File: src/rtl/two_disjoint_paths_min_cost_core_defines.svh
// ---------------------------------------------------------------------------
// two_disjoint_paths_min_cost_core defines
// assertion macros used by tdpmc_dp
// ---------------------------------------------------------------------------
`ifndef TWO_DISJOINT_PATHS_MIN_COST_CORE_DEFINES_SVH
`define TWO_DISJOINT_PATHS_MIN_COST_CORE_DEFINES_SVH

// implication checked on every rising clock edge outside reset
`define TDPMC_ASSERT(label, prop, msg) \
   label: assert property (@(posedge clock) disable iff (reset) (prop)) else $error(msg);

// condition that must never be seen outside reset
`define TDPMC_NEVER(label, cond, msg) \
   `TDPMC_ASSERT(label, !(cond), msg)

`endif

File: src/rtl/tdpmc_pkg.sv
// ---------------------------------------------------------------------------
// tdpmc_pkg
// shared types and constants of the two disjoint paths min cost core
// ---------------------------------------------------------------------------
package tdpmc_pkg;

   localparam int COST_W   = 16;  // input edge cost
   localparam int EDGE_W   = 18;  // stored signed edge cost
   localparam int DIST_W   = 26;  // signed path distance
   localparam int SUM_W    = 24;  // result cost
   localparam int NODE_IW  = 8;   // node number on the input
   localparam logic [SUM_W-1:0] COST_LIMIT = '1;

   typedef enum logic [4:0] {
      OP_NONE,
      OP_CLEAR_STEP,
      OP_LOAD_FWD,
      OP_LOAD_BACK,
      OP_RUN_START,
      OP_PASS_START,
      OP_U_READ,
      OP_U_LATCH,
      OP_REL_ISSUE,
      OP_REL_EVAL,
      OP_NEXT_U,
      OP_NEXT_ROUND,
      OP_AUG_START,
      OP_AUG_PRED,
      OP_AUG_FWD,
      OP_AUG_BACK,
      OP_AUG_WFWD,
      OP_AUG_WBACK,
      OP_RESULT
   } tdpmc_op_type;

   typedef struct packed {
      logic clr_last;
      logic item_last;
      logic n_small;
      logic u_reach;
      logic u_last;
      logic v_last;
      logic round_last;
      logic changed;
      logic dest_reach;
      logic aug_done;
      logic two_paths;
      logic out_free;
   } tdpmc_status_type;

endpackage

File: src/rtl/tdpmc_ctrl.sv
// ---------------------------------------------------------------------------
// tdpmc_ctrl
// sequencer for edge loading, bellman-ford passes, augmentation, result and clearing
// ---------------------------------------------------------------------------
module tdpmc_ctrl (
   input  logic                        clock,
   input  logic                        reset,
   input  logic                        req_tvalid,
   output logic                        req_tready,
   input  tdpmc_pkg::tdpmc_status_type status,
   output tdpmc_pkg::tdpmc_op_type     op
);

   typedef enum logic [4:0] {
      ST_CLEAR,
      ST_IDLE,
      ST_LOAD_BACK,
      ST_RUN,
      ST_PASS,
      ST_ROUND_U,
      ST_U_READ,
      ST_U_LATCH,
      ST_REL_ISSUE,
      ST_REL_EVAL,
      ST_U_END,
      ST_PASS_END,
      ST_AUG_CHECK,
      ST_AUG_PRED,
      ST_AUG_FWD,
      ST_AUG_BACK,
      ST_AUG_WFWD,
      ST_AUG_WBACK,
      ST_RESULT
   } state_type;

   state_type state_ff, state_in;

   always_comb begin
      state_in = state_ff;
      op       = tdpmc_pkg::OP_NONE;
      unique case (state_ff)
         ST_CLEAR: begin
            op = tdpmc_pkg::OP_CLEAR_STEP;
            if (status.clr_last) state_in = ST_IDLE;
         end
         ST_IDLE: begin
            if (req_tvalid) begin
               op       = tdpmc_pkg::OP_LOAD_FWD;
               state_in = ST_LOAD_BACK;
            end
         end
         ST_LOAD_BACK: begin
            op       = tdpmc_pkg::OP_LOAD_BACK;
            state_in = status.item_last ? ST_RUN : ST_IDLE;
         end
         ST_RUN: begin
            op       = tdpmc_pkg::OP_RUN_START;
            state_in = status.n_small ? ST_RESULT : ST_PASS;
         end
         ST_PASS: begin
            op       = tdpmc_pkg::OP_PASS_START;
            state_in = ST_ROUND_U;
         end
         ST_ROUND_U: begin
            state_in = status.u_reach ? ST_U_READ : ST_U_END;
         end
         ST_U_READ: begin
            op       = tdpmc_pkg::OP_U_READ;
            state_in = ST_U_LATCH;
         end
         ST_U_LATCH: begin
            op       = tdpmc_pkg::OP_U_LATCH;
            state_in = ST_REL_ISSUE;
         end
         ST_REL_ISSUE: begin
            op       = tdpmc_pkg::OP_REL_ISSUE;
            state_in = ST_REL_EVAL;
         end
         ST_REL_EVAL: begin
            op       = tdpmc_pkg::OP_REL_EVAL;
            state_in = status.v_last ? ST_U_END : ST_REL_ISSUE;
         end
         ST_U_END: begin
            if (!status.u_last) begin
               op       = tdpmc_pkg::OP_NEXT_U;
               state_in = ST_ROUND_U;
            end else if (!status.changed || status.round_last) begin
               state_in = ST_PASS_END;
            end else begin
               op       = tdpmc_pkg::OP_NEXT_ROUND;
               state_in = ST_ROUND_U;
            end
         end
         ST_PASS_END: begin
            if (status.dest_reach) begin
               op       = tdpmc_pkg::OP_AUG_START;
               state_in = ST_AUG_CHECK;
            end else begin
               state_in = ST_RESULT;
            end
         end
         ST_AUG_CHECK: begin
            if (!status.aug_done) state_in = ST_AUG_PRED;
            else if (status.two_paths) state_in = ST_RESULT;
            else state_in = ST_PASS;
         end
         ST_AUG_PRED: begin
            op       = tdpmc_pkg::OP_AUG_PRED;
            state_in = ST_AUG_FWD;
         end
         ST_AUG_FWD: begin
            op       = tdpmc_pkg::OP_AUG_FWD;
            state_in = ST_AUG_BACK;
         end
         ST_AUG_BACK: begin
            op       = tdpmc_pkg::OP_AUG_BACK;
            state_in = ST_AUG_WFWD;
         end
         ST_AUG_WFWD: begin
            op       = tdpmc_pkg::OP_AUG_WFWD;
            state_in = ST_AUG_WBACK;
         end
         ST_AUG_WBACK: begin
            op       = tdpmc_pkg::OP_AUG_WBACK;
            state_in = ST_AUG_CHECK;
         end
         ST_RESULT: begin
            if (status.out_free) begin
               op       = tdpmc_pkg::OP_RESULT;
               state_in = ST_CLEAR;
            end
         end
         default: begin
            state_in = ST_CLEAR;
         end
      endcase
   end

   always_ff @(posedge clock) begin
      if (reset) begin
         state_ff <= ST_CLEAR;
      end else begin
         state_ff <= state_in;
      end
   end

   assign req_tready = (state_ff == ST_IDLE);

endmodule

File: config.mk
export PLATFORM = sky130hd
export DESIGN_NAME = tdpmc_ctrl
export DESIGN_NICKNAME = d
export VERILOG_FILES = /design/src/rtl/two_disjoint_paths_min_cost_core_defines.svh /design/src/rtl/tdpmc_pkg.sv /design/src/rtl/tdpmc_ctrl.sv
export SDC_FILE = /design/constraint.sdc
export NUM_CORES = 1
export LEC_CHECK = 0
export ABC_CLOCK_PERIOD_IN_PS = 1900
export BUFFER_PORTS_ARGS = -buffer_cell sky130_fd_sc_hd__clkbuf_2
export CAP_MARGIN = 20
export CORE_UTILIZATION = 40
export CTS_CLUSTER_DIAMETER = 200
export DETAILED_ROUTE_END_ITERATION = 8
export PLACE_DENSITY = 0.7
export SKIP_CTS_REPAIR_TIMING = 1
export SYNTH_ARGS = -nofsm -noshare
export SYNTH_HDL_FRONTEND = slang
export SYNTH_SLANG_ARGS = --single-unit
File: constraint.sdc
create_clock -name clock -period 1.9 [get_ports clock]
set_clock_uncertainty 0.05 [all_clocks]
set_input_delay 0.38 -clock clock [delete_from_list [all_inputs] [get_ports clock]]
set_output_delay 0.38 -clock clock [all_outputs]
set_load 0.005 [all_outputs]
# Word-level counts from Yosys, hierarchy flattened
# Cells that the tools add are included.
word_totals:
  reg_bits: 5
  input_bits: 15
  output_inout_bits: 6
op_classes:
  eq_ne: 21
  muxes: 19
  reduce_logical: 4
ops:
  columns: ["op", "n"]
  rows:
  - ["$pmux W5 S19", 1]
  - ["$pmux W5 S17", 1]
  - ["$eq A5 B4 Y1 const B", 8]
  - ["$mux W5", 8]
  - ["$mux W4", 6]
  - ["$eq A5 B3 Y1 const B", 4]
  - ["$eq A5 B5 Y1 const B", 3]
  - ["$eq A5 B2 Y1 const B", 2]
  - ["$mux W2", 3]
  - ["$ne A2 B2 Y1 const B", 3]
  - ["$eq A5 B1 Y1 const B", 1]
  - ["$logic_not A5 Y1", 1]
  - ["$reduce_and A3 Y1", 1]
  - ["$logic_not A1 Y1", 1]
  - ["$logic_or A1 B1 Y1", 1]

# Longest topological paths before layout
# Gate-level depths: netlist (run 1).
depth:
  word_depth: 5
  depth_mapped: 6
  mapped_depth_nobuf: 5

# Worst setup path after synthesis (run 1)
# OpenSTA, ideal clock, no wires.
synth_path:
  path_type: "register -> output"
  start: "reg state_ff[1]"
  end: "out op[0]"
  arrival_time_ns: 1.188
  path_slack_ns: 0.282
  stages_incl_launch_ff: 6
  path_buffers: 1
  path_cell_list: "dfxtp_1 > buf_2 > and2b_1 > nand2_1 > o32a_1 > o22ai_1"
synth_between:
  elab_chain_cells: 2
  elab_cells_between_ends: 18
  cone_classes: "eq/ne: 16; mux: 1; reduce/logical: 1"
synth_rtl:
  columns: ["item", "line", "source"]
  rows:
  - ["from (decl)", "tdpmc_ctrl.sv:36", "state_type state_ff, state_in;"]
  - ["from (signal assigned)", "tdpmc_ctrl.sv:143", "state_ff <= state_in;"]
  - ["$eq A5 B5 Y1 (tied with other cells)", "tdpmc_ctrl.sv:41", "unique case (state_ff)"]
  - ["$pmux W5 S17 (*)", "tdpmc_ctrl.sv:41", null]
  - ["to (decl)", "tdpmc_ctrl.sv:11", "output tdpmc_pkg::tdpmc_op_type op"]
# Every way passes the cells marked *; elsewhere a longest branch is shown, timed or not.

# Worst setup path after layout (run 1)
layout_path:
  start: "reg state_ff[0]"
  end: "out op[0]"
# Same word-level chain as after synthesis.

==> impl_metrics.ini, run 1 <==
[status]
run_status = finished, final reports clean

[final_layout]
post_route_cells_drive_above_1_share_pct = 33.1
largest_registers = state_ff (5)
antenna_cells_inserted = 0
largest_reg_flops = 5
registers.top_by_ff_count = state_ff
final_nets = 152
flow.area_growth_from_synthesis_pct = 32.9

[floorplan]
die_w_microns = 43.7
rows = 14
floorplan.initialDensity_pct = 44.6
core_area_sq_um = 1560
boundaryPins = 21
dieArea_sq_um = 1910
die-height_microns = 43.7

[synth]
mappedNetlistNets = 122
syn-mean-instance-area_sq_um = 6.50
synth_cells = 107
synth_flop_cell = dfxtp_1
asyncSetResetFlopFracSynth_pct = 0
synth_edf_count = 0
synth_sequential_area_ratio_pct = 14.4
yosys_warnings = 0
ys_seq_elements = 5
post_synth_num_cell_types = 39
mappedNetlistArea_sq_um = 696

[setup_path]
path_class = flip-flop to output pin
critical-path-max-stage-delay_ns = 0.35
cp.arrival_ns = 1.38
critPathRequiredTime_ns = 1.47
timing.critical_path.from_type = flip-flop
worst_path_max_delay_cell = dfxtp_4
critical_path_cell_sequence = and2b_1, nand2_1, o32a_1, o22ai_1, buf_2
worstSetupEndpointType = output pin
crit_fanout = 6

[global_routing]
grt_first_pass_wirelength_microns = 3340
grt.total_usage_pct = 23.2
antenna_found_initial = 0
grt_max_degree = 14
grt_pass1_vias = 810
grt.overflow.total = 0

[detailed_routing]
routed_wl_per_cell_microns = 13.4
drt_iter0_markers = 24
detailroute.via_count = 893
drtPass1Iterations = 5
remaining_drc_errors = 0
via_per_inst = 5.88
drt.antenna.violating_nets = 0
wirelength_microns = 2030

[power_and_ir_drop]
cellLeakagePower_uw = 0.000398
power_uw = 514
worst_ir_drop_vdd_uv = 323
pwr_density_cell_nw_per_um2 = 556

[place]
dpl_worst_slack_ns = 0.190
place_hpwl_microns = 1600
routability_congestion_estimate = 0.861
buffer_ports.inserted = 20

[timing]
fmax_mhz = 552
hold_slack_ns = 0.308
grt_setup_unrepaired = yes
final.min_clock_period_ns = 1.81
fin_tns_setup_ns = 0
timing.final.ws_setup_ns = 0.0894
timing.final.crit_share_pct = 95.3
maxSlewViolCount = 0
pin_slew_with_the_least_headroom_to_its_limit_ns = 0.348
setup_violators_final = 0
report.final.hold_viol_count = 0
maxSlewHeadroom_pct = 76.2

[clock_network]
h_tree_levels = 1
cts_tree = done
cts_buffer_depth = 2
number_of_clock_sinks = 5
cts-buffers-inserted = 3
clockRootBuffer = clkbuf_4
clk_pin_slew_worst_paths_ns = 0.04
clock_latency_ns = 0.24

[flow_run]
timing.max_cap.violations = 0

[hold_path]
worstHoldPathType = input port to flip-flop
==> cells by family after synthesis <==
kind of cell	share of synthesized area [%]
compound gates	33.3
xor+xnor	1.26
buf+inv	8.45
flops	14.4
mux	6.11
simple gates	36.5
==> critical path, delay by kind of cell, from the launching register on <==
family                 cells  cell delay, ns
buffers and inverters      1            0.13
and+or+nand+nor            2            0.27
DFF                        1            0.35
AOI/OAI and AO/OA          2            0.38
==> worst paths after layout <==
path / startpoint / to / slack [ns] / cells past startpoint
worst max-delay path: state_ff[0]$_SDFFE_PP0P_ / op[0] / 0.09 / 5
worst min-delay path: reset / state_ff[1]$_SDFFE_PP0P_ / 0.31 / 2
worst max register to register: state_ff[2]$_SDFFE_PP0P_ / state_ff[1]$_SDFFE_PP0P_ / 0.25 / 5
worst min register to register: state_ff[0]$_SDFFE_PP0P_ / state_ff[0]$_SDFFE_PP0P_ / 0.53 / 2
==> per-layer routing <==
metal / wire, microns / part of all wire (%) / up-vias / global-route usage, %
li1: - / - / 457 / -
met1: 965 / 48 / 406 / 28.4
met2: 961 / 47 / 26 / 38.2
met3: 73 / 3.6 / 4 / 7.92
met4: 30 / 1.5 / 0 / 6.88
met5: 0 / 0 / - / 0
==> Yosys cell counts, types with 3 or more instances <==
library cell | number | share of area [%]
o22ai_1 | 4 | 3.6
nand2b_1 | 7 | 6.3
a21oi_1 | 8 | 5.8
a31oi_1 | 3 | 2.7
o21ai_0 | 7 | 5.0
nand2_1 | 12 | 6.5
dfxtp_1 | 5 | 14
nor2_1 | 10 | 5.4
buf_2 | 8 | 5.8
nor2b_1 | 3 | 2.7
inv_1 | 4 | 2.2
==> cells in the final DEF, fill, tap and decap left out, types with 2 or more instances in the layout <==
cell / count
nand3b_1: 2
buf_4: 13
o21ai_1: 2
a21oi_1: 8
o21ai_0: 7
dfxtp_2: 2
nor2_1: 8
mux2_1: 2
o32a_1: 2
nand3_1: 2
nor3_1: 2
nor2b_1: 2
a31oi_1: 3
inv_1: 4
clkbuf_2: 19
nand2b_1: 7
clkbuf_4: 3
nor2_2: 2
nand2_1: 12
o22ai_1: 4
or3_1: 2
dfxtp_4: 2
mux2i_1: 2
==> area by class of cell <==
type | count | area, sq um
inverter | 4 | 15.0
sequential | 5 | 110
tap | 16 | 20.0
clock buffer | 4 | 26.3
multi-input combinational | 89 | 544
timing repair buffer | 34 | 209
fill | 156 | 634
==> per-stage QoR <==
| stage | std cells | instance area (sq um) | util (%) |
|---|---|---|---|
| 2_1_floorplan | 107 | 696 | - |
| 3_3_place_gp | 146 | 862 | 55.3 |
| 3_5_place_dp | 146 | 862 | 55.3 |
| 4_1_cts | 150 | 888 | 57.0 |
| 5_1_grt | 152 | 925 | 59.3 |
| 6_report | 152 | 925 | 59.3 |
==> where the power goes <==
group	internal, uW	switching (uW)
combinational	130	128
clock	79.4	43.4
sequential	117	15.9
Note: power is estimated with default switching activity, not from simulation.
==> inputs of run 2 (changes only) <==
ABC_CLOCK_PERIOD_IN_PS = 1500   (was 1900)
PLACE_DENSITY = 0.72   (was 0.7)
clock period = 1.5 ns   (was 1.9 ns; I/O delays follow)
==> run 2 against run 1 <==
  * The run now ends with design-rule violations, negative setup slack left
  * Routed wire length is 28% higher
  * Register-to-register slack lost 0.42 ns
  * Clock-buffer cell count did not move
  * Cell area is 21% higher
  * Power increased by 55%
  * Sequential share of layout area decreased by 2.4 points
  * Non-clock buffer count is 15 higher
  * Final cell count increased by 9.9%
  * Via count is 13% higher
  * First-iteration DRC count up 17%
  * Combinational power increased by 79%
  * Clock power rose by 42%
  * Largest power group unchanged
==> impl_metrics.ini, run 2 (synthesized netlist as in run 1, its figures left out) <==
[detailed_routing]
wirelength_microns = 2590
detailroute.via_count = 1008
drt_iter0_markers = 28
drtPass1Iterations = 6
routed_wl_per_cell_microns = 15.5
remaining_drc_errors = 5
via_per_inst = 6.04
drt.antenna.violating_nets = 0

[floorplan]
rows = 14
floorplan.initialDensity_pct = 44.6
dieArea_sq_um = 1910
core_area_sq_um = 1560
die-height_microns = 43.7
die_w_microns = 43.7
boundaryPins = 21

[power_and_ir_drop]
net-switching-power_uw = 303
seqPwrFrac_pct = 19.8
power.combinational.fraction_pct = 58.2
power_switching_share_pct = 38.1
pwr_density_cell_nw_per_um2 = 712
worst_ir_drop_vdd_uv = 339
internal_power_uw = 492
cellLeakagePower_uw = 0.000495
clock_power_share_pct = 22.0

[final_layout]
largest_registers = state_ff (5)
post_route_cells_drive_above_1_share_pct = 45.7
antenna_cells_inserted = 0
finalInstanceArea_sq_um = 1120
most-common-layout-cells = buf_4 (22), clkbuf_2 (18), nand2_1 (11)
final_nets = 167
largest_reg_flops = 5
layout_commonest_cell = buf_4
instances_no_fill = 167
flow.area_growth_from_synthesis_pct = 60.4
registers.top_by_ff_count = state_ff
post-route-util_pct = 71.6

[clock_network]
cts_buffer_depth = 2
cts-buffers-inserted = 3
number_of_clock_sinks = 5
clock_latency_ns = 0.27
clockRootBuffer = clkbuf_4
cts_tree = done
clk_pin_slew_worst_paths_ns = 0.06
h_tree_levels = 1

[timing]
report.final.hold_viol_count = 0
grt_setup_unrepaired = yes
pin_slew_with_the_least_headroom_to_its_limit_ns = 0.431
timing.final.ws_setup_ns = -0.278
maxSlewViolCount = 0
timing.final.crit_share_pct = 119
maxSlewHeadroom_pct = 70.5
setup_violators_final = 8
final.min_clock_period_ns = 1.78
fin_tns_setup_ns = -1.49
fmax_mhz = 562

[global_routing]
grt_use_met3_pct = 4.58
grt.total_usage_pct = 27.0
globalRoute.busiestLayer = met2
antenna_found_initial = 0
global_route.usage.met1_pct = 33.2
grt.overflow.total = 0
grt_max_degree = 22
grt_first_pass_wirelength_microns = 3820
met2_usage_pct = 42.7
grt_pass1_vias = 879

[place]
place_hpwl_microns = 1680
placed_cells = 156
buffer_ports.inserted = 20
routability_congestion_estimate = 0.837
placement.cell_area_sq_um = 938

[setup_path]
timing.critical_path.from_type = flip-flop
cp.arrival_ns = 1.43
worstSetupEndpointType = output pin
critPathRequiredTime_ns = 1.15
path_class = flip-flop to output pin
crit_fanout = 4

[status]
run_status = complete, but fails checks
violated_checks = design-rule violations, negative setup slack

[flow_run]
timing.max_cap.violations = 0

[hold_path]
worstHoldPathType = input port to flip-flop
run 2: cell types whose count changed in the layout (fill, tap and decap cells not counted), sizes merged:
cell,delta
buf,+15
run 2: layout make-up:
type,count,area (sq um)
multi-input combinational,89,587
clock buffer,4,26.3
fill,136,443
tap,16,20.0
inverter,4,15.0
timing repair buffer,49,362
sequential,5,106
run 2: power by group through the flow:
| stage | clock network, uW | logic, uW | registers [uW] |
|---|---|---|---|
| CTS | 175 | 375 | 154 |
| global route | 186 | 494 | 158 |
| detailed placement | 0 | 374 | 156 |
| global placement | 0 | 364 | 155 |
| finish | 175 | 462 | 157 |
| floorplan | 0 | 207 | 155 |
run 2: per-stage QoR:
step / total power [uW] / setup slack [ns] / hold WS, ns
floorplan: 362 / 0.00745 / 0.319
global placement: 519 / -0.0726 / 0.485
detailed placement: 530 / -0.110 / 0.497
CTS: 704 / -0.324 / 0.227
global route: 838 / -0.318 / 0.225
finish: 795 / -0.278 / 0.224
run 2: final timing paths:
check | start | cells past startpoint | end | slack, ns
worst max-delay path | state_ff[0]$_SDFFE_PP0P_ | 5 | op[0] | -0.28
worst min-delay path | reset | 2 | state_ff[0]$_SDFFE_PP0P_ | 0.22
worst max register to register | state_ff[2]$_SDFFE_PP0P_ | 5 | state_ff[1]$_SDFFE_PP0P_ | -0.17
worst min register to register | state_ff[1]$_SDFFE_PP0P_ | 3 | state_ff[0]$_SDFFE_PP0P_ | 0.61
run 2: worst max-delay path: stages (launching register included):
cell	delay, ns
dfxtp_2	0.33
and2b_2	0.26
nand2_2	0.05
o32a_1	0.28
o22ai_1	0.10
buf_2	0.13
run 2: layer usage:
metal | share of wire [%] | up-vias
li1 | - | 485
met1 | 42 | 462
met2 | 50 | 52
met3 | 5.0 | 9
met4 | 2.7 | 0
met5 | 0 | -
==> inputs of run 3 (changes only) <==
ABC_AREA = 1   (was not set)
PLACE_DENSITY = 0.75   (was 0.72)
==> run 3 against run 2 <==
  * The run still ends with design-rule violations, negative setup slack left
  * Routed wire length up 11%
  * Final cell count grew 9.6%
  * Sequential cell count did not move
  * Register-to-register slack improved by 0.21 ns
  * Via count is 4.3% higher
  * Area after synthesis is 1.1% lower
  * Sequential share of layout area increased by 0.70 points
  * Die area fell by 1.0%
  * Critical path type unchanged
  * Clock-buffer cell count did not move
  * Cell area increased by 1.9%
  * Largest cell class unchanged
  * Combinational power rose by 46%
==> impl_metrics.ini, run 3 <==
[place]
placed_cells = 175
place_hpwl_microns = 1850
routability_congestion_estimate = 0.946
placement.cell_area_sq_um = 936
buffer_ports.inserted = 20

[final_layout]
largest_reg_flops = 5
multiInputGateArea_sq_um = 618
antenna_cells_inserted = 0
finalInstanceArea_sq_um = 1140
post-route-util_pct = 73.0
instances_no_fill = 183
post_route_cells_drive_above_1_share_pct = 58.7
layout_commonest_cell = nand2_1
largest_registers = state_ff (5)
flow.area_growth_from_synthesis_pct = 65.3
registers.top_by_ff_count = state_ff
final_nets = 183
most-common-layout-cells = nand2_1 (21), buf_4 (20), clkbuf_2 (18)
seq_area_sq_um = 116
n_fill_cell = 124

[synth]
yosys_warnings = 0
yosysTopAreaCell = nand2_1
yosys-top-cells-area = nand2_1 (15%), dfxtp_1 (15%), nor2_1 (9.3%)
synth_sequential_area_ratio_pct = 14.5
synth_largest_type_area_fraction_pct = 14.7
mappedNetlistArea_sq_um = 688
synth_cells = 122
synthMostInstantiatedCell = nand2_1
synth_top_cells_by_count = nand2_1 (27), nor2_1 (17), inv_1 (15)
synth_flop_cell = dfxtp_1
mappedNetlistNets = 137
ys_seq_elements = 5
asyncSetResetFlopFracSynth_pct = 0
post_synth_num_cell_types = 21
synth_edf_count = 0
syn-mean-instance-area_sq_um = 5.64

[power_and_ir_drop]
power.combinational.fraction_pct = 65.7
power_uw = 1020
cellLeakagePower_uw = 0.000592
clock_power_share_pct = 14.5
pwr_density_cell_nw_per_um2 = 900
net-switching-power_uw = 486
seqPwrFrac_pct = 19.8
power_switching_share_pct = 47.5
internal_power_uw = 537
worst_ir_drop_vdd_uv = 688

[setup_path]
worstSetupEndpointType = output pin
crit_fanout = 5
critPathRequiredTime_ns = 1.15
cp.arrival_ns = 1.42
timing.critical_path.from_type = flip-flop
path_class = flip-flop to output pin

[clock_network]
clk_pin_slew_worst_paths_ns = 0.04
clockRootBuffer = clkbuf_4
cts-buffers-inserted = 3
h_tree_levels = 1
cts_buffer_depth = 2
number_of_clock_sinks = 5
cts_tree = done
clock_latency_ns = 0.23

[timing]
timing.final.ws_setup_ns = -0.269
setup_violators_final = 6
fmax_mhz = 565
pin_slew_with_the_least_headroom_to_its_limit_ns = 0.261
timing.final.crit_share_pct = 118
final.min_clock_period_ns = 1.77
report.final.hold_viol_count = 0
grt_setup_unrepaired = yes
maxSlewHeadroom_pct = 82.4
maxSlewViolCount = 0

[global_routing]
grt_max_degree = 7
grt.overflow.total = 0
grt.total_usage_pct = 24.1
grt_first_pass_wirelength_microns = 3390
antenna_found_initial = 0
grt_pass1_vias = 834

[detailed_routing]
remaining_drc_errors = 2
wirelength_microns = 2870
routed_wl_per_cell_microns = 15.7
drt_iter0_markers = 56
detailroute.via_count = 1051
via_per_inst = 5.74
drtPass1Iterations = 7
drt.antenna.violating_nets = 0

[status]
violated_checks = design-rule violations, negative setup slack
run_status = complete, but fails checks

[floorplan]
rows = 14
floorplan.initialDensity_pct = 44.1
die_w_microns = 43.5
core_area_sq_um = 1560
boundaryPins = 21
dieArea_sq_um = 1890
die-height_microns = 43.5

[hold_path]
worstHoldPathType = input port to flip-flop

[flow_run]
timing.max_cap.violations = 0
run 3: logic make-up (layout without fill, tap and decap cells):
family | Yosys count | after routing | synth area share (%)
flip-flops | 5 | 5 | 14.5
AO/OA/AOI/OAI | 19 | 19 | 16.5
AND/OR/NAND/NOR | 76 | 76 | 56.9
buffers and inverters | 22 | 67 | 12.0
run 3: metal layers:
metal  wire length (microns)  global-route usage [%]  vias to the layer above  share of wire (%)
met1                    1100                    31.3                      475                 38
met2                    1400                    42.1                       74                 49
li1                        -                       -                      486                  -
met5                       0                       0                        -                  0
met4                     120                    8.75                        0                4.2
met3                     252                    1.25                       16                8.8
run 3: layout make-up:
class	instances	area share, %
multi-input cells	95	54.3
repair buffers	41	23.0
flip-flops and latches	5	10.2
inverters	22	8.36
clock buffers	4	2.31
well taps	16	1.76
run 3: final timing paths:
path	start	to	slack, ns	cells past startpoint
max reg2reg	state_ff[3]$_SDFFE_PP0P_	state_ff[1]$_SDFFE_PP0P_	0.04	9
min	reset	state_ff[1]$_SDFFE_PP0P_	0.23	2
max	state_ff[3]$_SDFFE_PP0P_	op[1]	-0.27	7
min reg2reg	state_ff[1]$_SDFFE_PP0P_	state_ff[1]$_SDFFE_PP0P_	0.75	4
run 3: stage by stage:
step	setup WS, ns	setup TNS [ns]	hold WS, ns
finish	-0.269	-1.16	0.228
global route	-0.321	-1.50	0.230
CTS	-0.348	-1.47	0.230
detailed placement	-0.0799	-0.216	0.480
global placement	-0.0733	-0.143	0.482
floorplan	0.135	0	0.319
run 3: worst max-delay path, cell delays in order (launching register included):
cell and delay, ns:
dfxtp_4 0.37, nor2_4 0.22, buf_4 0.16, nand2_2 0.05
inv_1 0.10, a21oi_2 0.08, o2111ai_2 0.06, buf_2 0.14
run 3: power by group through the flow:
stage,logic [uW],clock network [uW],registers [uW]
floorplan,302,0,186
global placement,530,0,180
detailed placement,540,0,182
CTS,541,154,180
global route,711,165,205
finish,673,148,202
